<file path="src/design/tzx_block_scanner_duration_defines.svh">
// Assertion helpers used by the scanner's total module.
`ifndef TZX_BLOCK_SCANNER_DURATION_DEFINES_SVH
`define TZX_BLOCK_SCANNER_DURATION_DEFINES_SVH

// Same-cycle implication, sampled on clk, off during reset.
`define TZXBSD_AST_NOW(lbl, ante, cons, msg) \
	lbl: assert property (@(posedge clk) disable iff (!arst_n) (ante) |-> (cons)) \
		else $error(msg);

// Next-cycle implication, sampled on clk, off during reset.
`define TZXBSD_AST_NEXT(lbl, ante, cons, msg) \
	lbl: assert property (@(posedge clk) disable iff (!arst_n) (ante) |=> (cons)) \
		else $error(msg);

`endif

</file>
<file path="src/design/tzxbsd_pkg.sv">
package tzxbsd_pkg;

	localparam logic [31:0] HEADER_BYTES = 32'd10;

	// Reciprocal multipliers: x/3500 = ((x>>2)*M)>>40, x/1000 = ((x>>3)*M)>>36
	localparam logic [30:0] DIV875_MUL = 31'd1256584718;
	localparam logic [29:0] DIV125_MUL = 30'd549755814;
	localparam logic [31:0] STD_PILOT_TERM = 32'd6981440;

	localparam logic [1:0] ST_OK = 2'd0;
	localparam logic [1:0] ST_BAD_SIG = 2'd1;
	localparam logic [1:0] ST_TRUNC = 2'd2;
	localparam logic [1:0] ST_UNSUP = 2'd3;

	localparam logic [7:0] ID_STD = 8'h10;
	localparam logic [7:0] ID_TURBO = 8'h11;
	localparam logic [7:0] ID_TONE = 8'h12;
	localparam logic [7:0] ID_PULSES = 8'h13;
	localparam logic [7:0] ID_PURE = 8'h14;
	localparam logic [7:0] ID_DIRECT = 8'h15;
	localparam logic [7:0] ID_PAUSE = 8'h20;
	localparam logic [7:0] ID_GRP_START = 8'h21;
	localparam logic [7:0] ID_GRP_END = 8'h22;
	localparam logic [7:0] ID_JUMP = 8'h23;
	localparam logic [7:0] ID_LOOP_START = 8'h24;
	localparam logic [7:0] ID_LOOP_END = 8'h25;
	localparam logic [7:0] ID_CALL_SEQ = 8'h26;
	localparam logic [7:0] ID_RET_SEQ = 8'h27;
	localparam logic [7:0] ID_SELECT = 8'h28;
	localparam logic [7:0] ID_TEXT = 8'h30;
	localparam logic [7:0] ID_MESSAGE = 8'h31;
	localparam logic [7:0] ID_ARCHIVE = 8'h32;
	localparam logic [7:0] ID_HARDWARE = 8'h33;
	localparam logic [7:0] ID_EMU_INFO = 8'h34;
	localparam logic [7:0] ID_CUSTOM = 8'h35;
	localparam logic [7:0] ID_SNAPSHOT = 8'h40;
	localparam logic [7:0] ID_GLUE = 8'h5A;

	typedef enum logic [1:0] {PH_HEADER, PH_ID, PH_BODY, PH_BAD} phase_t;

	// First 16 body bytes, index = body position
	typedef logic [15:0][7:0] hdr_t;

	typedef struct packed {
		logic blk;
		logic [7:0] id;
		logic [31:0] offset;
		logic [32:0] length;
		logic done;
		logic [1:0] status;
	} info_t;

	// Four (a*b mod 2^32)/3500 terms plus a pause addend
	typedef struct packed {
		logic [3:0][15:0] a;
		logic [3:0][31:0] b;
		logic [15:0] addend;
	} ops_t;

	typedef struct packed {
		logic known;
		logic [3:0] len;
		logic [4:0] key;
	} rule_t;

	typedef struct packed {
		logic has;
		logic [4:0] pos;
	} dstart_t;

	function automatic logic [7:0] sig_byte(input logic [2:0] i);
		case (i)
			3'd0: sig_byte = 8'h5A;
			3'd1: sig_byte = 8'h58;
			3'd2: sig_byte = 8'h54;
			3'd3: sig_byte = 8'h61;
			3'd4: sig_byte = 8'h70;
			3'd5: sig_byte = 8'h65;
			3'd6: sig_byte = 8'h21;
			default: sig_byte = 8'h1A;
		endcase
	endfunction

	// Length known at the ID byte, or the body position that settles it
	function automatic rule_t start_rule(input logic [7:0] id);
		rule_t r;
		r = '{known: 1'b0, len: 4'd0, key: 5'd3};
		case (id)
			ID_TONE: r = '{known: 1'b1, len: 4'd4, key: 5'd0};
			ID_PAUSE, ID_JUMP, ID_LOOP_START: r = '{known: 1'b1, len: 4'd2, key: 5'd0};
			ID_GRP_END, ID_LOOP_END, ID_RET_SEQ: r = '{known: 1'b1, len: 4'd0, key: 5'd0};
			ID_EMU_INFO: r = '{known: 1'b1, len: 4'd8, key: 5'd0};
			ID_GLUE: r = '{known: 1'b1, len: 4'd9, key: 5'd0};
			ID_TURBO: r.key = 5'd17;
			ID_PULSES, ID_GRP_START, ID_TEXT, ID_HARDWARE: r.key = 5'd0;
			ID_PURE: r.key = 5'd9;
			ID_DIRECT: r.key = 5'd7;
			ID_CALL_SEQ, ID_SELECT, ID_MESSAGE, ID_ARCHIVE: r.key = 5'd1;
			ID_CUSTOM: r.key = 5'd19;
			default: r.key = 5'd3;
		endcase
		return r;
	endfunction

	function automatic dstart_t data_start(input logic [7:0] id);
		case (id)
			ID_STD: data_start = '{has: 1'b1, pos: 5'd4};
			ID_TURBO: data_start = '{has: 1'b1, pos: 5'd18};
			ID_PURE: data_start = '{has: 1'b1, pos: 5'd10};
			default: data_start = '{has: 1'b0, pos: 5'd0};
		endcase
	endfunction

	// Body length once the length field is complete
	function automatic logic [32:0] body_len_rule(input logic [7:0] id, input hdr_t h,
			input logic [31:0] ext);
		case (id)
			ID_STD: body_len_rule = 33'({h[3], h[2]}) + 33'd4;
			ID_TURBO: body_len_rule = 33'({ext[15:0], h[15]}) + 33'd18;
			ID_PULSES: body_len_rule = 33'({h[0], 1'b1});
			ID_PURE: body_len_rule = 33'({h[9], h[8], h[7]}) + 33'd10;
			ID_DIRECT: body_len_rule = 33'({h[7], h[6], h[5]}) + 33'd8;
			ID_GRP_START, ID_TEXT: body_len_rule = 33'(h[0]) + 33'd1;
			ID_CALL_SEQ: body_len_rule = 33'({h[1], h[0], 1'b0}) + 33'd2;
			ID_SELECT, ID_ARCHIVE: body_len_rule = 33'({h[1], h[0]}) + 33'd2;
			ID_MESSAGE: body_len_rule = 33'(h[1]) + 33'd2;
			ID_HARDWARE: body_len_rule = 33'({h[0], 1'b0}) + 33'(h[0]) + 33'd1;
			ID_CUSTOM: body_len_rule = 33'(ext) + 33'd20;
			ID_SNAPSHOT: body_len_rule = 33'({h[3], h[2], h[1]}) + 33'd4;
			default: body_len_rule = 33'({h[3], h[2], h[1], h[0]}) + 33'd4;
		endcase
	endfunction

endpackage

</file>
<file path="src/design/tzxbsd_total.sv">
`include "tzx_block_scanner_duration_defines.svh"

module tzxbsd_total (
	input  logic clk,
	input  logic arst_n,
	input  logic advance,
	input  logic vld_s3,
	input  tzxbsd_pkg::info_t info_s3,
	input  logic [3:0][20:0] quot_s3,
	input  logic [15:0] add_s3,
	input  logic [15:0] max_q,
	output logic vld_s5,
	output tzxbsd_pkg::info_t info_s5,
	output logic [31:0] toff_s5,
	output logic [31:0] dur_s5,
	output logic [15:0] secs_s5
);

	logic vld_s4;
	tzxbsd_pkg::info_t info_s4;
	logic [31:0] dur_s4, toff_s4, tot_s4, total_q;
	logic [31:0] dur, tot_after;
	logic [58:0] recip;
	logic [22:0] secs_raw;
	logic [15:0] secs;

	// Sum the terms and advance the running play time
	always_comb begin
		dur = 32'(quot_s3[0]) + 32'(quot_s3[1]) + 32'(quot_s3[2]) + 32'(quot_s3[3])
			+ 32'(add_s3);
		tot_after = info_s3.blk ? total_q + dur : total_q;
	end

	// Seconds as a shift by three and a reciprocal multiply by 125, then clamp
	always_comb begin
		recip = 59'(tot_s4[31:3]) * 59'(tzxbsd_pkg::DIV125_MUL);
		secs_raw = recip[58:36];
		if (info_s4.status == tzxbsd_pkg::ST_BAD_SIG) begin
			secs = 16'd0;
		end else if (secs_raw > 23'(max_q)) begin
			secs = max_q;
		end else begin
			secs = secs_raw[15:0];
		end
	end

	always_ff @(posedge clk or negedge arst_n) begin
		if (!arst_n) begin
			vld_s4 <= 1'b0;
			vld_s5 <= 1'b0;
			total_q <= '0;
		end else if (advance) begin
			vld_s4 <= vld_s3;
			vld_s5 <= vld_s4;
			if (vld_s3) begin
				total_q <= info_s3.done ? 32'd0 : tot_after;
			end
		end
	end

	always_ff @(posedge clk) begin
		if (advance) begin
			info_s4 <= info_s3;
			dur_s4 <= info_s3.blk ? dur : 32'd0;
			toff_s4 <= info_s3.blk ? total_q : 32'd0;
			tot_s4 <= tot_after;
			info_s5 <= info_s4;
			dur_s5 <= dur_s4;
			toff_s5 <= toff_s4;
			secs_s5 <= info_s4.done ? secs : 16'd0;
		end
	end

	`TZXBSD_AST_NOW(a_noblk_zero, vld_s5 && !info_s5.blk,
		info_s5.length == 33'd0 && dur_s5 == 32'd0 && toff_s5 == 32'd0,
		"block fields set on a result without a block")
	`TZXBSD_AST_NOW(a_secs_limit, vld_s5 && info_s5.done, secs_s5 <= max_q,
		"total seconds above limit")
	`TZXBSD_AST_NOW(a_badsig_secs, vld_s5 && info_s5.done
		&& info_s5.status == tzxbsd_pkg::ST_BAD_SIG, secs_s5 == 16'd0,
		"seconds reported for a bad image")
	`TZXBSD_AST_NEXT(a_total_clear, advance && vld_s3 && info_s3.done, total_q == 32'd0,
		"running time kept past the last byte")

endmodule

</file>
<file path="config.mk">
export PLATFORM = sky130hd
export DESIGN_NAME = tzxbsd_total
export DESIGN_NICKNAME = d
export VERILOG_FILES = /design/src/design/tzxbsd_pkg.sv /design/src/design/tzxbsd_total.sv
export VERILOG_INCLUDE_DIRS = /design/src /design/src/design
export SDC_FILE = /design/constraint.sdc
export NUM_CORES = 1
export LEC_CHECK = 0
export BUFFER_PORTS_ARGS = -buffer_cell sky130_fd_sc_hd__buf_2
export CORE_UTILIZATION = 28
export DETAILED_ROUTE_END_ITERATION = 16
export PLACE_DENSITY_LB_ADDON = 0.2
export RECOVER_POWER = 100
export SETUP_SLACK_MARGIN = 0.05
export SLEW_MARGIN = 20
export SYNTH_ARGS = -nofsm -noshare
export SYNTH_HDL_FRONTEND = slang
export SYNTH_SLANG_ARGS = --single-unit
</file>
<file path="constraint.sdc">
create_clock -name clk -period 8.8 [get_ports clk]
set_input_delay 0.44 -clock clk [delete_from_list [all_inputs] [get_ports clk]]
set_output_delay 0.44 -clock clk [all_outputs]
set_load 0.05 [all_outputs]
</file>
==> impl_results.md, run 1 <==
- Synthesized area: 29000 µm²
- # fillers: 10400
- Area growth syn-to-layout: 28.4%
- Num rows: 117
- RSZ-0062 raised after global routing: yes
- Synth Warn #: 0
- DRC: 0
- Post-synthesis compound-gate area fraction: 8.33%
- Fin nets: 4051
- Remaining Overflow, GRT: 0
- Async set or reset register ratio after synthesis: 9.86%
- Via count: 19500
- Max Freq: 115 MHz
- Crit. End Element: flip-flop
- Mapped Cells: 2405
- Via/cell ratio: 4.34
- Detailed Route WL: 78.5 mm
- Crit share post-route: 98.4%
- Placement Setup Slack: -0.337 ns
- Largest family of logic cells by synthesized area: adder cells
- Crit Path Max Fanout: 7
- Yosys top cell by area: edfxtp_1
- Max capacitance violation total: 5
- Core ar.: 102000 µm²
- CP arrival: 9.12 ns
- Worst setup margin: 0.136 ns
- Clock sink count: 345
- H-tree Lvls: 2
- Clock buffer count from CTS: 43
- Initial DRT Pass Iterations: 4
- Hpwl dp: 64.2 mm
- Failing checks: max-capacitance violations, max-slew violations
- CP required: 9.26 ns
- Slew HR: -181%
- Root Buffer: clkbuf_16
- Initial core utilization: 28.4%
- Slowest cell on the critical path: fa_1
- Number of global-route vias before repair: 20600
- Status: finished, violations left
- Final hold violation count: 0
- Synth Flop Type: edfxtp_1
- Startpoint types: flip-flop
- Largest net degree at the start of global routing: 176
- Post-synth EDFFs: 311
- Clock Latency Late Sink: 0.62 ns
- Antenna violations before repair: 1
- I/O Buffers: 346
- Clk buf depth: 3
- Minimum clock period: 8.66 ns
- Post-Synth XOR/XNOR Area: 1.78%
- Initial DRC count: 727
- Final GP Congestion: 0.832
- Post-synthesis mux area share: 0.876%
- Layout cells sized above 1: 21.6%
- Routed Antenna Nets: 0
- Met1 GRT Util: 19.6%
- Final setup TNS: 0 ns
- Synth Register Bits: 345
- Post-synthesis simple-gate area fraction: 5.78%
- Synth Area in Adders: 41.0%
- GRT met2 Usage: 25.7%
- Wirelength per Cell: 17.5 µm
- Clock Skew: 0.0504 ns
- Final core occ: 36.5%
- Seq/Total Area, Yosys: 35.1%
- Synth cell types: 80
- Clk slew on worst S/H paths: 0.06 ns
- Setup violators final: 0
- Antenna Cells: 0
- Mapped Avg Cell Area: 12.1 µm²
- Max-slew violations: 430
- Die area: 105000 µm²
- Crit path top cell by count: fa_1
- Total track usage: 15.0%
- TritonCTS clock tree: built
- Crit Path Class: reg -> reg
- HP Class: in -> reg
- Worst path max stage delay: 0.52 ns
- IO Pins: 355
- Worst Max-Slew Pin Slew: 4.21 ns
- Most area-consuming cells after synthesis: edfxtp_1 32%, fa_1 22%, ha_1 19%, inv_1 6.4%, dfrtp_1 2.9%
- Horiz. Die Dim: 324 µm
- First-pass GRT wire length: 120 mm
- Met3 track demand over resource: 2.52%
- Share of the synthesized area in the top cell type: 32.2%
- Die Height: 324 µm
- Most Crowded Layer GR: met2
-- worst paths after layout --
path | from | endpoint | slack [ns] | depth (start not counted)
max reg2reg | tot_s4[22]$_DFFE_PP_ | secs_s5[0]$_SDFFCE_PP0P_ | 0.14 | 36
max in group asynchronous | arst_n | total_q[30]$_DFFE_PN0P_ | 6.39 | 2
min | max_q[12] | secs_s5[12]$_SDFFCE_PP0P_ | 0.19 | 3
max | tot_s4[22]$_DFFE_PP_ | secs_s5[0]$_SDFFCE_PP0P_ | 0.14 | 36
min reg2reg | toff_s4[23]$_SDFFCE_PN0P_ | toff_s5[23]$_DFFE_PP_ | 0.39 | 0
min in group asynchronous | arst_n | total_q[25]$_DFFE_PN0P_ | 1.10 | 2
-- cell families after synthesis --
logic type	count (synthesis)
AO/OA/AOI/OAI	360
XOR/XNOR	59
adder cells (fa/ha/maj)	756
buffers and inverters	536
flip-flops	345
multiplexers	23
other	1
AND/OR/NAND/NOR	325
-- critical path: cells and delay by family, from the launching register on --
| family | cells | cell delay, ns |
|---|---|---|
| buffers and inverters | 8 | 0.86 |
| AO/OA/AOI/OAI | 12 | 2.19 |
| XOR/XNOR | 1 | 0.14 |
| AND/OR/NAND/NOR | 4 | 0.54 |
| adder cells (fa/ha/maj) | 10 | 4.19 |
| multiplexers | 1 | 0.19 |
| flip-flops | 1 | 0.44 |
-- cells in the mapped netlist, drive strengths merged, types with 15 or more instances --
cell type / count
and2: 65
a22o: 21
mux2: 19
o21ai: 71
nand3: 26
a21o: 35
nor3: 21
xnor2: 40
edfxtp: 311
o21a: 15
o211ai: 16
xor2: 19
inv: 498
buf: 17
nor2: 55
ha: 433
dfrtp: 34
nand2: 83
nand4: 19
clkbuf: 20
fa: 323
a211oi: 23
a21oi: 95
-- flip-flops by register name (all words and copies together) (netlist names) --
signal / cells
toff_s4: 32
vld_s5: 1
secs_s5: 16
toff_s5: 32
vld_s4: 1
tot_s4: 29
dur_s5: 24
total_q: 32
info_s4: 77
dur_s4: 24
info_s5: 77
-- timing repair --
| action | 4_1_cts | 5_1_grt |
|---|---|---|
| cloned | 1 | 0 |
| setup buffers | 38 | 22 |
| endpoints found under the setup margin | 16 | 16 |
| resized for setup | 106 | 83 |
| hold endpoints to repair | 97 | 0 |
| hold buffers | 76 | 0 |
| pin swaps | 64 | 71 |
-- through the flow --
step                      hold WS, ns  instance area [µm²]  instances
after floorplan                 0.144                29000       2412
after global placement          0.400                33800       4285
after detailed placement        0.405                33800       4285
after CTS                       0.124                36900       4477
after global routing            0.171                37300       4498
final                           0.185                37300       4498
-- cell type report --
| cell class | instances | area (µm²) | area share [%] |
|---|---|---|---|
| Multi-Input combinational cell | 1531 | 17700 | 47.6 |
| Sequential cell | 345 | 10200 | 27.4 |
| Timing Repair Buffer | 678 | 4350 | 11.7 |
| Inverter | 499 | 1870 | 5.03 |
| Tap cell | 1368 | 1710 | 4.59 |
| Clock buffer | 53 | 1130 | 3.04 |
| Clock inverter | 24 | 265 | 0.712 |
-- layout by cell type, fill, tap and decap left out, types with 9 or more instances in the layout --
| cell type | instances |
|---|---|
| buf_2 | 188 |
| xnor2_1 | 36 |
| a21oi_1 | 74 |
| ha_4 | 42 |
| fa_1 | 299 |
| dlygate4sd3_1 | 76 |
| nor3_1 | 17 |
| a21o_1 | 35 |
| nand2b_1 | 11 |
| a21oi_2 | 19 |
| nand3_1 | 24 |
| o31ai_1 | 12 |
| clkbuf_16 | 43 |
| mux2_1 | 12 |
| and3_1 | 10 |
| buf_6 | 30 |
| o211ai_1 | 15 |
| buf_4 | 219 |
| nor2b_1 | 13 |
| and2_0 | 41 |
| a211oi_1 | 17 |
| clkbuf_1 | 169 |
| fa_2 | 24 |
| inv_1 | 489 |
| edfxtp_1 | 311 |
| nor2_1 | 52 |
| ha_1 | 385 |
| nand2_1 | 77 |
| o21bai_1 | 9 |
| xor2_1 | 18 |
| and2_1 | 23 |
| o21ai_1 | 10 |
| inv_2 | 9 |
| o21a_1 | 15 |
| a22o_1 | 21 |
| dfrtp_1 | 34 |
| nand4_1 | 19 |
| o21ai_0 | 56 |
-- metal layers --
metal	vias up	share of wire, %
li1	9571	-
met1	9531	45
met2	333	50
met3	73	3.8
met4	0	1.8
met5	-	0
Power of run 1 is left out: the tool's default activity adds up to more than one toggle a clock period on the data nets, which glitch-free logic cannot reach.
==> inputs of run 2 (changes only) <==
--- a/config.mk
+++ b/config.mk
@@ -9,6 +9,7 @@
 export BUFFER_PORTS_ARGS = -buffer_cell sky130_fd_sc_hd__buf_2
 export CORE_UTILIZATION = 28
 export DETAILED_ROUTE_END_ITERATION = 16
+export MAX_ROUTING_LAYER = met4
 export PLACE_DENSITY_LB_ADDON = 0.2
 export RECOVER_POWER = 100
 export SETUP_SLACK_MARGIN = 0.05
==> run 2 against run 1 <==
Non-clock buffer count down 15. Critical path type unchanged. Sequential share of layout area hardly changed. Worst setup slack improved by 0.023 ns. Final cell count is 0.22% lower. Routed wire length decreased by 0.24%. Largest cell class unchanged. The run still ends with max-capacitance violations, max-slew violations left.
==> impl_results.md, run 2 (same netlist as run 1, synthesis figures left out) <==
- Max-slew violations: 438
- R2R Setup Slk: 0.16 ns
- Largest net degree at the start of global routing: 177
- Slowest cell on the critical path: fa_1
- I/O Buffers: 346
- Hpwl dp: 64.1 mm
- R2R Path Start: tot_s4[23]$_DFFE_PP_
- CP arrival: 9.02 ns
- Crit. End Element: flip-flop
- Crit share post-route: 98.2%
- R2R depth: 35
- Die area: 105000 µm²
- Worst path max stage delay: 0.52 ns
- Max Freq: 116 MHz
- Clock Skew: 0.0569 ns
- Fin nets: 4037
- Via/cell ratio: 4.37
- R2r endpoint: secs_s5[3]$_SDFFCE_PP0P_
- IO Pins: 355
- Status: finished, violations left
- Crit Path Class: reg -> reg
- Commonest cells after routing, fill and taps aside: 484 x inv_1, 387 x ha_1, 311 x edfxtp_1
- CP required: 9.18 ns
- Core ar.: 102000 µm²
- Slew HR: -188%
- Area growth syn-to-layout: 28.4%
- Startpoint types: flip-flop
- HP Class: in -> reg
- Remaining Overflow, GRT: 0
- Hold depth: 3
- Number of global-route vias before repair: 20600
- TritonCTS clock tree: built
- Max capacitance violation total: 5
- Die Height: 324 µm
- Crit Path Max Fanout: 8
- Antenna Cells: 0
- Final GP Congestion: 0.853
- Clock sink count: 345
- Clk buf depth: 3
- First-pass GRT wire length: 118 mm
- Placement Setup Slack: -0.395 ns
- Via count: 19600
- Initial core utilization: 28.4%
- Initial DRT Pass Iterations: 5
- H-tree Lvls: 2
- Worst setup margin: 0.159 ns
- Root Buffer: clkbuf_16
- DRC: 0
- Worst Max-Slew Pin Slew: 4.33 ns
- Hold Crit Start: max_q[12]
- Setup violators final: 0
- Failing checks: max-capacitance violations, max-slew violations
- Total track usage: 15.3%
- Crit path top cell by count: fa_1
- Horiz. Die Dim: 324 µm
- Clock buffer count from CTS: 44
- Final setup TNS: 0 ns
- Layout cells sized above 1: 21.3%
- Detailed Route WL: 78.3 mm
- Largest regs: info_s4 x77, info_s5 x77
- Clock Latency Late Sink: 0.64 ns
- Minimum clock period: 8.64 ns
- Clk slew on worst S/H paths: 0.07 ns
- Hold endpoint: secs_s5[12]$_SDFFCE_PP0P_
- Most common cell after layout, fill and taps aside: inv_1
- Antenna violations before repair: 1
- Initial DRC count: 772
- Num rows: 117
- Final hold violation count: 0
- RSZ-0062 raised after global routing: yes
- Wirelength per Cell: 17.4 µm
- Routed Antenna Nets: 0
[run 2: cell types whose count changed in the layout (fill, tap and decap cells not counted), moves of 4 or more]
cell	before	now
buf_4	219	209
inv_2	9	14
ha_2	6	2
and2_0	41	47
inv_1	489	484
clkinv_1	6	10
and2_1	23	17
o31ai_2	0	4
[run 2: critical path: cells and delay by family, from the launching register on]
| family | cells | cell delay [ns] |
|---|---|---|
| adders and majority gates | 10 | 4.19 |
| AOI/OAI and AO/OA | 15 | 2.69 |
| buffers and inverters | 7 | 0.71 |
| DFF | 1 | 0.42 |
| xor gates and xnor gates | 1 | 0.19 |
| and+or+nand+nor | 2 | 0.18 |
[run 2: layout make-up]
cell class,count,area [µm²]
inverter,499,1870
clock inverter,28,360
multi-input combinational,1531,17800
clock buffer,54,1160
timing repair buffer,663,4200
tap,1368,1710
sequential,345,10200
fill,10400,64900
[run 2: worst max path at each step]
stage	from	to	slack [ns]
2_1_floorplan	tot_s4[12]$_DFFE_PP_	secs_s5[4]$_SDFFCE_PP0P_	0.16
5_1_grt	tot_s4[20]$_DFFE_PP_	secs_s5[11]$_SDFFCE_PP0P_	-0.22
4_1_cts	tot_s4[13]$_DFFE_PP_	secs_s5[2]$_SDFFCE_PP0P_	0.06
6_report	tot_s4[23]$_DFFE_PP_	secs_s5[3]$_SDFFCE_PP0P_	0.16
3_5_place_dp	tot_s4[9]$_DFFE_PP_	secs_s5[2]$_SDFFCE_PP0P_	-0.39
3_3_place_gp	tot_s4[7]$_DFFE_PP_	secs_s5[12]$_SDFFCE_PP0P_	-0.28
[run 2: metrics by stage]
stage / util [%] / hold slack [ns] / std cells / area (µm²)
final: 36.5 / 0.160 / 4488 / 37300
after global routing: 36.5 / 0.134 / 4488 / 37300
after floorplan: - / 0.144 / 2412 / 29000
after global placement: 33.1 / 0.400 / 4285 / 33800
after detailed placement: 33.1 / 0.405 / 4285 / 33800
after CTS: 35.9 / 0.0895 / 4472 / 36700
[run 2: repair_timing]
item / 4_1_cts / 5_1_grt
resized for setup: 77 / 118
hold buffers: 76 / 0
setup buffers: 29 / 16
hold endpoints to repair: 103 / 0
pin swaps: 32 / 118
endpoints found under the setup margin: 16 / 16
[run 2: layer usage]
| metal | up-vias | routed length (µm) | global-route usage [%] |
|---|---|---|---|
| met4 | 0 | 2160 | 4.44 |
| met2 | 333 | 38500 | 25.2 |
| met1 | 9655 | 34800 | 19.3 |
| li1 | 9533 | - | - |
| met5 | - | 0 | - |
| met3 | 86 | 2850 | 2.36 |
Power of run 2 is left out for the same reason.
